<file path="config.mk">
export PLATFORM = sky130hd
export DESIGN_NAME = fuzzy_membership_eval_top
export DESIGN_NICKNAME = d
export VERILOG_FILES = /design/src/design/fme_pkg.sv /design/src/design/fme_ramp_div.sv /design/src/design/fuzzy_membership_eval_top.sv
export SDC_FILE = /design/constraint.sdc
export NUM_CORES = 2
export LEC_CHECK = 0
export BUFFER_PORTS_ARGS = -buffer_cell sky130_fd_sc_hd__buf_2
export CAP_MARGIN = 20
export CORE_AREA = 2 2 391 393
export DETAILED_ROUTE_END_ITERATION = 10
export DIE_AREA = 0 0 393 395
export PLACE_DENSITY_LB_ADDON = 0.1
export SYNTH_ARGS = -nofsm -noshare
export SYNTH_HDL_FRONTEND = slang
export SYNTH_SLANG_ARGS = --single-unit
</file>
<file path="constraint.sdc">
create_clock -name clk -period 20.3 [get_ports clk]
set_input_delay 1.015 -clock clk [delete_from_list [all_inputs] [get_ports clk]]
set_output_delay 1.015 -clock clk [all_outputs]
set_load 0.01 [all_outputs]
</file>
<file path="src/design/fme_pkg.sv">
`default_nettype none

package fme_pkg;

	// Configuration register indexes.
	localparam int CFG_INDEX_BITS = 3;
	localparam logic [CFG_INDEX_BITS-1:0] REG_SHAPE_KIND  = 3'd0;
	localparam logic [CFG_INDEX_BITS-1:0] REG_BREAK_ONE   = 3'd1;
	localparam logic [CFG_INDEX_BITS-1:0] REG_BREAK_TWO   = 3'd2;
	localparam logic [CFG_INDEX_BITS-1:0] REG_BREAK_THREE = 3'd3;
	localparam logic [CFG_INDEX_BITS-1:0] REG_BREAK_FOUR  = 3'd4;

	localparam int SHAPE_BITS = 2;

	typedef enum logic [SHAPE_BITS-1:0] {
		SHAPE_FALLING   = 2'd0,
		SHAPE_RISING    = 2'd1,
		SHAPE_TRIANGLE  = 2'd2,
		SHAPE_TRAPEZOID = 2'd3
	} shape_t;

	// How the final degree is formed: constant zero, constant one, or ramp quotient.
	localparam int DEG_SEL_BITS = 2;

	typedef enum logic [DEG_SEL_BITS-1:0] {
		SEL_ZERO = 2'd0,
		SEL_FULL = 2'd1,
		SEL_RAMP = 2'd2
	} deg_sel_t;

endpackage

`default_nettype wire

</file>
<file path="src/design/fme_ramp_div.sv">
`default_nettype none

module fme_ramp_div #(
	parameter int POINT_BITS       = 16,
	parameter int DEGREE_FRAC_BITS = 15,
	parameter int SIDE_BITS        = 19
) (
	input  wire logic                        clk,
	input  wire logic                        arst_n,
	input  wire logic                        in_valid,
	output logic                             in_ready,
	input  wire logic [POINT_BITS-1:0]       in_num,
	input  wire logic [POINT_BITS-1:0]       in_den,
	input  wire logic [SIDE_BITS-1:0]        in_side,
	output logic                             out_valid,
	input  wire logic                        out_ready,
	output logic [DEGREE_FRAC_BITS-1:0]      out_quo,
	output logic [SIDE_BITS-1:0]             out_side
);

	localparam int PB = POINT_BITS;
	localparam int NS = DEGREE_FRAC_BITS;

	// One restoring step per stage; the numerator is always below the divisor.
	logic                 vld_s  [NS];
	logic [PB-1:0]        rem_s  [NS];
	logic [PB-1:0]        dvs_s  [NS];
	logic [NS-1:0]        quo_s  [NS];
	logic [SIDE_BITS-1:0] side_s [NS];
	logic [NS:0]          adv;

	assign adv[NS]  = out_ready;
	assign in_ready = adv[0];

	for (genvar k = 0; k < NS; k++) begin : g_stage
		logic                 v_in;
		logic [PB-1:0]        r_in;
		logic [PB-1:0]        d_in;
		logic [NS-1:0]        q_in;
		logic [SIDE_BITS-1:0] sd_in;
		logic [PB:0]          trial;
		logic                 fits;

		if (k == 0) begin : g_first
			assign v_in  = in_valid;
			assign r_in  = in_num;
			assign d_in  = in_den;
			assign q_in  = '0;
			assign sd_in = in_side;
		end else begin : g_next
			assign v_in  = vld_s[k-1];
			assign r_in  = rem_s[k-1];
			assign d_in  = dvs_s[k-1];
			assign q_in  = quo_s[k-1];
			assign sd_in = side_s[k-1];
		end

		assign adv[k] = !vld_s[k] || adv[k+1];
		assign trial  = {r_in, 1'b0} - {1'b0, d_in};
		assign fits   = !trial[PB];

		always_ff @(posedge clk or negedge arst_n) begin
			if (!arst_n) begin
				vld_s[k] <= 1'b0;
			end else if (adv[k]) begin
				vld_s[k] <= v_in;
			end
		end

		always_ff @(posedge clk) begin
			if (adv[k]) begin
				rem_s[k]  <= fits ? trial[PB-1:0] : {r_in[PB-2:0], 1'b0};
				dvs_s[k]  <= d_in;
				quo_s[k]  <= {q_in[NS-2:0], fits};
				side_s[k] <= sd_in;
			end
		end
	end

	assign out_valid = vld_s[NS-1];
	assign out_quo   = quo_s[NS-1];
	assign out_side  = side_s[NS-1];

	// The partial remainder must stay below the divisor; the first and last stages are checked.
	a_rem_first: assert property (@(posedge clk) disable iff (!arst_n)
		vld_s[0] |-> rem_s[0] < dvs_s[0])
		else $error("first-stage remainder not below divisor");

	a_rem_last: assert property (@(posedge clk) disable iff (!arst_n)
		out_valid |-> rem_s[NS-1] < dvs_s[NS-1])
		else $error("last-stage remainder not below divisor");

	a_hold: assert property (@(posedge clk) disable iff (!arst_n)
		out_valid && !out_ready |=> out_valid && $stable(out_quo))
		else $error("stalled quotient changed");

endmodule

`default_nettype wire

</file>
<file path="src/design/fuzzy_membership_eval_top.sv">
`default_nettype none

// Channel  Dir  Fields (lowest bit up)                       Handshake
// s_       in   tdata: sample_point                          s_tvalid/s_tready
// m_       out  tdata: degree, crisp_value; tuser: defined   m_tvalid/m_tready
// cfg_     in   cfg_index selects register, cfg_data value   cfg_wr_en, no wait
//
// One sample per cycle sustained while m_tready is high: one stage selects the ramp,
// one classifies it, then one restoring divider step per stage.
// Reset clears the stage valid bits and the registers (shape trapezoid, breaks 0).
// A stalled output holds its transaction; each stage loads when it is empty or its
// successor frees up, so empty slots close up and nothing is lost or repeated.

module fuzzy_membership_eval_top #(
	parameter int POINT_BITS       = 16,
	parameter int DEGREE_FRAC_BITS = 15
) (
	input  wire logic                                         clk,
	input  wire logic                                         arst_n,
	input  wire logic                                         s_tvalid,
	output logic                                              s_tready,
	input  wire logic [((POINT_BITS+7)/8)*8-1:0]              s_tdata,  // sample_point
	output logic                                              m_tvalid,
	input  wire logic                                         m_tready,
	// degree, crisp_value
	output logic [((DEGREE_FRAC_BITS+1+POINT_BITS+7)/8)*8-1:0] m_tdata,
	output logic [0:0]                                        m_tuser,  // crisp_defined
	input  wire logic                                         cfg_wr_en,
	input  wire logic [fme_pkg::CFG_INDEX_BITS-1:0]           cfg_index,
	input  wire logic [POINT_BITS-1:0]                        cfg_data
);

	import fme_pkg::*;

	localparam int PB     = POINT_BITS;
	localparam int DEG_W  = DEGREE_FRAC_BITS + 1;
	localparam int OUT_W  = ((DEG_W + PB + 7) / 8) * 8;
	localparam int SIDE_W = DEG_SEL_BITS + 1 + PB;
	localparam logic [DEG_W-1:0] DEG_ONE = DEG_W'(1) << DEGREE_FRAC_BITS;

	// Configuration registers.
	shape_t                shape_q;
	logic signed [PB-1:0]  brk_one_q;
	logic signed [PB-1:0]  brk_two_q;
	logic signed [PB-1:0]  brk_three_q;
	logic signed [PB-1:0]  brk_four_q;

	always_ff @(posedge clk or negedge arst_n) begin
		if (!arst_n) begin
			shape_q     <= SHAPE_TRAPEZOID;
			brk_one_q   <= '0;
			brk_two_q   <= '0;
			brk_three_q <= '0;
			brk_four_q  <= '0;
		end else if (cfg_wr_en) begin
			unique case (cfg_index)
				REG_SHAPE_KIND:  shape_q     <= shape_t'(cfg_data[SHAPE_BITS-1:0]);
				REG_BREAK_ONE:   brk_one_q   <= cfg_data;
				REG_BREAK_TWO:   brk_two_q   <= cfg_data;
				REG_BREAK_THREE: brk_three_q <= cfg_data;
				REG_BREAK_FOUR:  brk_four_q  <= cfg_data;
				default: ;
			endcase
		end
	end

	// Stage 1: pick the branch and form the ramp operands.
	logic signed [PB-1:0] pt;
	logic signed [PB:0]   ext_p, ext_b1, ext_b2, ext_b3, ext_b4;
	logic signed [PB:0]   d_pb1, d_b2b1, d_b4p, d_b4b3, d_b4b2, mid_sum;
	logic signed [PB:0]   num_c, den_c;
	deg_sel_t             sel_c;
	logic signed [PB-1:0] crisp_c;
	logic                 def_c;

	assign pt      = s_tdata[PB-1:0];
	assign ext_p   = {pt[PB-1], pt};
	assign ext_b1  = {brk_one_q[PB-1], brk_one_q};
	assign ext_b2  = {brk_two_q[PB-1], brk_two_q};
	assign ext_b3  = {brk_three_q[PB-1], brk_three_q};
	assign ext_b4  = {brk_four_q[PB-1], brk_four_q};
	assign d_pb1   = ext_p - ext_b1;
	assign d_b2b1  = ext_b2 - ext_b1;
	assign d_b4p   = ext_b4 - ext_p;
	assign d_b4b3  = ext_b4 - ext_b3;
	assign d_b4b2  = ext_b4 - ext_b2;
	assign mid_sum = ext_b2 + ext_b3;

	always_comb begin
		sel_c   = SEL_ZERO;
		num_c   = d_pb1;
		den_c   = d_b2b1;
		crisp_c = '0;
		def_c   = 1'b0;
		unique case (shape_q)
			SHAPE_FALLING: begin
				num_c = d_b4p;
				den_c = d_b4b3;
				priority if (pt <= brk_three_q) sel_c = SEL_FULL;
				else if (pt < brk_four_q)       sel_c = SEL_RAMP;
				else                            sel_c = SEL_ZERO;
			end
			SHAPE_RISING: begin
				priority if (pt <= brk_one_q) sel_c = SEL_ZERO;
				else if (pt < brk_two_q)      sel_c = SEL_RAMP;
				else                          sel_c = SEL_FULL;
			end
			SHAPE_TRIANGLE: begin
				crisp_c = brk_two_q;
				def_c   = 1'b1;
				priority if (pt <= brk_one_q) begin
					sel_c = SEL_ZERO;
				end else if (pt <= brk_two_q) begin
					sel_c = SEL_RAMP;
				end else if (pt < brk_four_q) begin
					sel_c = SEL_RAMP;
					num_c = d_b4p;
					den_c = d_b4b2;
				end else begin
					sel_c = SEL_ZERO;
				end
			end
			SHAPE_TRAPEZOID: begin
				// Arithmetic shift floors the plateau midpoint.
				crisp_c = mid_sum[PB:1];
				def_c   = 1'b1;
				priority if (pt <= brk_one_q) begin
					sel_c = SEL_ZERO;
				end else if (pt < brk_two_q) begin
					sel_c = SEL_RAMP;
				end else if (pt <= brk_three_q) begin
					sel_c = SEL_FULL;
				end else if (pt < brk_four_q) begin
					sel_c = SEL_RAMP;
					num_c = d_b4p;
					den_c = d_b4b3;
				end else begin
					sel_c = SEL_ZERO;
				end
			end
			default: ;
		endcase
	end

	logic                 vld_s1, vld_s2;
	logic                 ld1, ld2, div_in_ready;
	logic signed [PB:0]   num_s1, den_s1;
	deg_sel_t             sel_s1, sel_s2;
	logic signed [PB-1:0] crisp_s1, crisp_s2;
	logic                 def_s1, def_s2;
	logic [PB-1:0]        num_s2, den_s2;

	assign ld1      = !vld_s1 || ld2;
	assign ld2      = !vld_s2 || div_in_ready;
	assign s_tready = ld1;

	always_ff @(posedge clk or negedge arst_n) begin
		if (!arst_n) begin
			vld_s1 <= 1'b0;
			vld_s2 <= 1'b0;
		end else begin
			if (ld1) vld_s1 <= s_tvalid;
			if (ld2) vld_s2 <= vld_s1;
		end
	end

	always_ff @(posedge clk) begin
		if (ld1) begin
			num_s1   <= num_c;
			den_s1   <= den_c;
			sel_s1   <= sel_c;
			crisp_s1 <= crisp_c;
			def_s1   <= def_c;
		end
	end

	// Stage 2: settle the ramp's special cases; the divider only sees num < den.
	deg_sel_t      sel2_c;
	logic [PB-1:0] num2_c, den2_c;

	always_comb begin
		sel2_c = sel_s1;
		num2_c = '0;
		den2_c = PB'(1);
		if (sel_s1 == SEL_RAMP) begin
			priority if (den_s1 <= 0 || num_s1 < 0) begin
				sel2_c = SEL_ZERO;
			end else if (num_s1 >= den_s1) begin
				sel2_c = SEL_FULL;
			end else begin
				num2_c = num_s1[PB-1:0];
				den2_c = den_s1[PB-1:0];
			end
		end
	end

	always_ff @(posedge clk) begin
		if (ld2) begin
			num_s2   <= num2_c;
			den_s2   <= den2_c;
			sel_s2   <= sel2_c;
			crisp_s2 <= crisp_s1;
			def_s2   <= def_s1;
		end
	end

	logic                        div_out_valid;
	logic [DEGREE_FRAC_BITS-1:0] div_quo;
	logic [SIDE_W-1:0]           div_side;
	deg_sel_t                    out_sel;
	logic [PB-1:0]               out_crisp;
	logic [DEG_W-1:0]            out_deg;

	fme_ramp_div #(
		.POINT_BITS       (PB),
		.DEGREE_FRAC_BITS (DEGREE_FRAC_BITS),
		.SIDE_BITS        (SIDE_W)
	) u_div (
		.clk       (clk),
		.arst_n    (arst_n),
		.in_valid  (vld_s2),
		.in_ready  (div_in_ready),
		.in_num    (num_s2),
		.in_den    (den_s2),
		.in_side   ({sel_s2, def_s2, crisp_s2}),
		.out_valid (div_out_valid),
		.out_ready (m_tready),
		.out_quo   (div_quo),
		.out_side  (div_side)
	);

	assign out_sel   = deg_sel_t'(div_side[SIDE_W-1 -: DEG_SEL_BITS]);
	assign out_crisp = div_side[PB-1:0];

	always_comb begin
		unique case (out_sel)
			SEL_FULL: out_deg = DEG_ONE;
			SEL_RAMP: out_deg = {1'b0, div_quo};
			default:  out_deg = '0;
		endcase
	end

	assign m_tvalid   = div_out_valid;
	assign m_tdata    = OUT_W'({out_crisp, out_deg});
	assign m_tuser[0] = div_side[PB];

	a_deg_range: assert property (@(posedge clk) disable iff (!arst_n)
		m_tvalid |-> m_tdata[DEG_W-1:0] <= DEG_ONE)
		else $error("degree above one");

	a_crisp_undef: assert property (@(posedge clk) disable iff (!arst_n)
		m_tvalid && !m_tuser[0] |-> m_tdata[DEG_W +: PB] == '0)
		else $error("undefined crisp value not zero");

	a_drain_ready: assert property (@(posedge clk) disable iff (!arst_n)
		!m_tvalid |-> s_tready)
		else $error("input stalled while output slot empty");

	a_ramp_sel: assert property (@(posedge clk) disable iff (!arst_n)
		vld_s2 && sel_s2 == SEL_RAMP |-> num_s2 < den_s2)
		else $error("ramp operands reach divider unsettled");

endmodule

`default_nettype wire
</file>
==> reports/metrics.csv <==
metric,value,unit
start_util,0.3470,
finalNetCount,4725,
critPathArrivalTime,4.12,ns
setup_viol_count_final,0,
worst_slack,15.16,ns
cp.buffers_inverters,1,
syn-mean-instance-area,12.70,sq um
hold_viol_final,0,
synthXorXnorAreaFrac,0.03587,
clock.fmax,194.7,MHz
fillers,14450,
seq_area,0.03082,sq mm
crit_chain,nor2b_1 > nand2_2 > nor2_1 > nand2_2 > nor3_1 > nand3_2 > nor2_1 > nand3_2 > buf_2,
postSynthCellCount,4130,
synthSimpleGateAreaFrac,0.08976,
peakVddDrop,0.09367,mV
finalNonFillerCells,6428,
cp.required,19.29,ns
placed_cells,6202,
post-dp-hpwl,87520,um
synth_top_family_by_area,compound AO/OA/AOI/OAI gates,
core-area,0.1512,sq mm
leakage,0.02364,uW
numCtsBuffers,121,
skew,0.08321,ns
drive_gt1_frac,0.1123,
synth_adder_area_share,0.09562,
clock-root-buffer,clkbuf_16,
ff2ff_path_depth,11,
synth-compound-area-share,0.09806,
drtIter0Drc,1345,
antenna_left,0,
status,finished clean,
vias,31100,
htreeDepth,3,
timing.slew.headroom,0.3170,
grt_max_degree,67,
period_minus_slack,5.137,ns
io_pins,75,
drc,0,
clk_path_buf_depth,3,
finalMaxSlewViolations,0,
dp_slack,15.15,ns
clkLatencyLatePin,0.77,ns
clkSinkCount,1040,
track_usage,0.1488,
avgViaCountPerCell,4.838,
synthFlopType,edfxtp_1,
cp-startpoint,u_div.out_valid,
fin_crit_sh,0.2530,
gp_congestion,0.8891,
timing.rr.start,brk_three_q[1],
rr_endpoint,den_s1[14],
power_density,180.8,mW/mm^2
synth.distinct_cells,86,
critPathKind,flip-flop to output pin,
io_buffers,74,
crit_family,simple AND/OR/NAND/NOR gates,
seq_area_frac_synth,0.5873,
cp-start-kind,flip-flop,
antenna_cells,0,
clk_pin_slew,0.06,ns
worst_pin_slew,1.025,ns
wirelength,114300,um
min_path_type,primary input to async pin,
wl_per_cell,17.79,um
p_total,10700,uW
path_max_fanout,17,
grt_overflow,0,
antenna_found_initial,3,
multi_input_area,0.01963,sq mm
cpPeakStageDelay,0.58,ns
die_width,393,um
end_kind,output pin,
grt_pass1_vias,31680,
setup_tns,0,ns
area.growth.synth_to_final,12.84,%
netlist_area,0.05247,sq mm
die-height,395,um
die_area,0.1552,sq mm
postCtsSetupBuffers,0,
grt_pass1_wl,180300,um
ys_warn_count,0,
r2r_slack,15.97,ns
cts_tree,built,
synthMuxAreaShare,0.05318,
ctsResizeCount,0,
drv_cap,0,
cp_slowest_cell,nand3_2,
drt_first_pass_iters,5,
synth_edf_count,957,
synth-seq-cells,1040,
rows,143,
syn_nets,4559,
hold_buffers,0,
synthArstFlopShare,0.07981,
rsz0062_at_grt,no,
## worst max-delay path by stage
stage	to	slack [ns]	cells after the start
2_1_floorplan	s_tready	11.28	8
3_3_place_gp	s_tready	15.15	10
3_5_place_dp	s_tready	15.15	10
4_1_cts	s_tready	15.02	9
5_1_grt	s_tready	14.82	9
6_report	s_tready	15.16	9
## where the power goes
| group | total, uW | switching (uW) | internal [uW] |
|---|---|---|---|
| combinational | 4650 | 2560 | 2100 |
| sequential | 3950 | 390 | 3560 |
| clock | 2100 | 880 | 1220 |
## layer usage
metal  vias up  GRT usage  wire length [um]
met5         -          0                 0
met4         0    0.04646              3539
met1     14930     0.1913             50810
met2       508     0.2564             55840
li1      15480          -                 -
met3       182    0.02275              4138
## cells by family after synthesis
family	count (synthesis)
compound gates	762
simple gates	963
fa+ha+maj	389
buf+inv	516
mux	249
xor+xnor	211
flops	1040
## sequential cells by signal, summed over array words and instances, names as in the netlist, 17 cells and up
| signal | flops |
|---|---|
| u_div.rem_s | 224 |
| u_div.quo_s | 120 |
| u_div.dvs_s | 224 |
| num_s1 | 17 |
| u_div.side_s | 285 |
| den_s1 | 17 |
## synth_stat cells, drive strengths merged, types with 5 or more instances
library cell | instances | area share
mux2 | 198 | 0.042
and3 | 32 | 0.0038
nor3 | 148 | 0.014
a211oi | 51 | 0.0073
o21ai | 202 | 0.019
nor2b | 94 | 0.011
o211ai | 8 | 0.0012
nand2b | 44 | 0.0052
o2111a | 7 | 0.0015
and2 | 33 | 0.0039
xor2 | 60 | 0.011
a311o | 8 | 0.0015
nand3 | 99 | 0.0095
o21bai | 16 | 0.0023
fa | 20 | 0.0076
nor2 | 221 | 0.016
xnor2 | 151 | 0.025
edfxtp | 957 | 0.55
o41ai | 8 | 0.0013
or3 | 33 | 0.0039
and4 | 5 | 0.00083
nand2 | 193 | 0.014
a221o | 6 | 0.0011
or2 | 27 | 0.0032
a221oi | 11 | 0.0022
a211o | 13 | 0.0022
ha | 369 | 0.088
a31oi | 10 | 0.0013
o31ai | 18 | 0.0026
a21boi | 39 | 0.0056
buf | 41 | 0.0062
a21o | 92 | 0.013
clkbuf | 22 | 0.0016
o221ai | 10 | 0.0017
mux2i | 51 | 0.011
inv | 452 | 0.032
a311oi | 7 | 0.0035
dfrtp | 81 | 0.039
nor4 | 10 | 0.0012
o21a | 46 | 0.0066
nand4 | 17 | 0.0020
a21oi | 169 | 0.016
## worst reg2reg max path, cell delays in order, from the launching register on
cell and delay (ns):
dfrtp_1 0.43, inv_1 0.24, ha_1 0.30, nor2b_1 0.13, o211ai_1 0.25, a21boi_1 0.13
or4b_2 0.64, o211ai_2 0.15, nor3_1 0.12, a31oi_2 0.78, o21ai_4 0.50, o311ai_1 0.41
## stage by stage
stage,hold slack [ns],instance area (sq um),utilization
5_1_grt,0.1858,59210,0.3916
2_1_floorplan,0.4003,52470,-
6_report,0.2213,59210,0.3916
3_3_place_gp,0.4004,55290,0.3657
4_1_cts,0.1545,59190,0.3915
3_5_place_dp,0.4045,55300,0.3658
## final cells by class
| cell class | instances | share of cell area |
|---|---|---|
| flip-flops and latches | 1040 | 0.5205 |
| multi-input cells | 2574 | 0.3316 |
| clock buffers | 157 | 0.05359 |
| well taps | 2030 | 0.04290 |
| inverters | 453 | 0.02872 |
| clock inverters | 68 | 0.01207 |
| repair buffers | 106 | 0.01061 |
## cell usage in the layout, fill, tap and decap left out, drive strengths merged, types with 20 or more instances in the layout
cell    count
edfxtp    957
inv       453
ha        369
nor2      221
o21ai     202
mux2      198
nand2     193
a21oi     169
clkbuf    157
xnor2     151
nor3      148
buf       106
nand3      99
nor2b      94
a21o       92
dfrtp      81
xor2       60
clkinv     58
a211oi     51
mux2i      51
o21a       46
nand2b     44
a21boi     39
and2       33
or3        33
and3       32
or2        27
fa         20
Power figures use the tool's default switching activity.
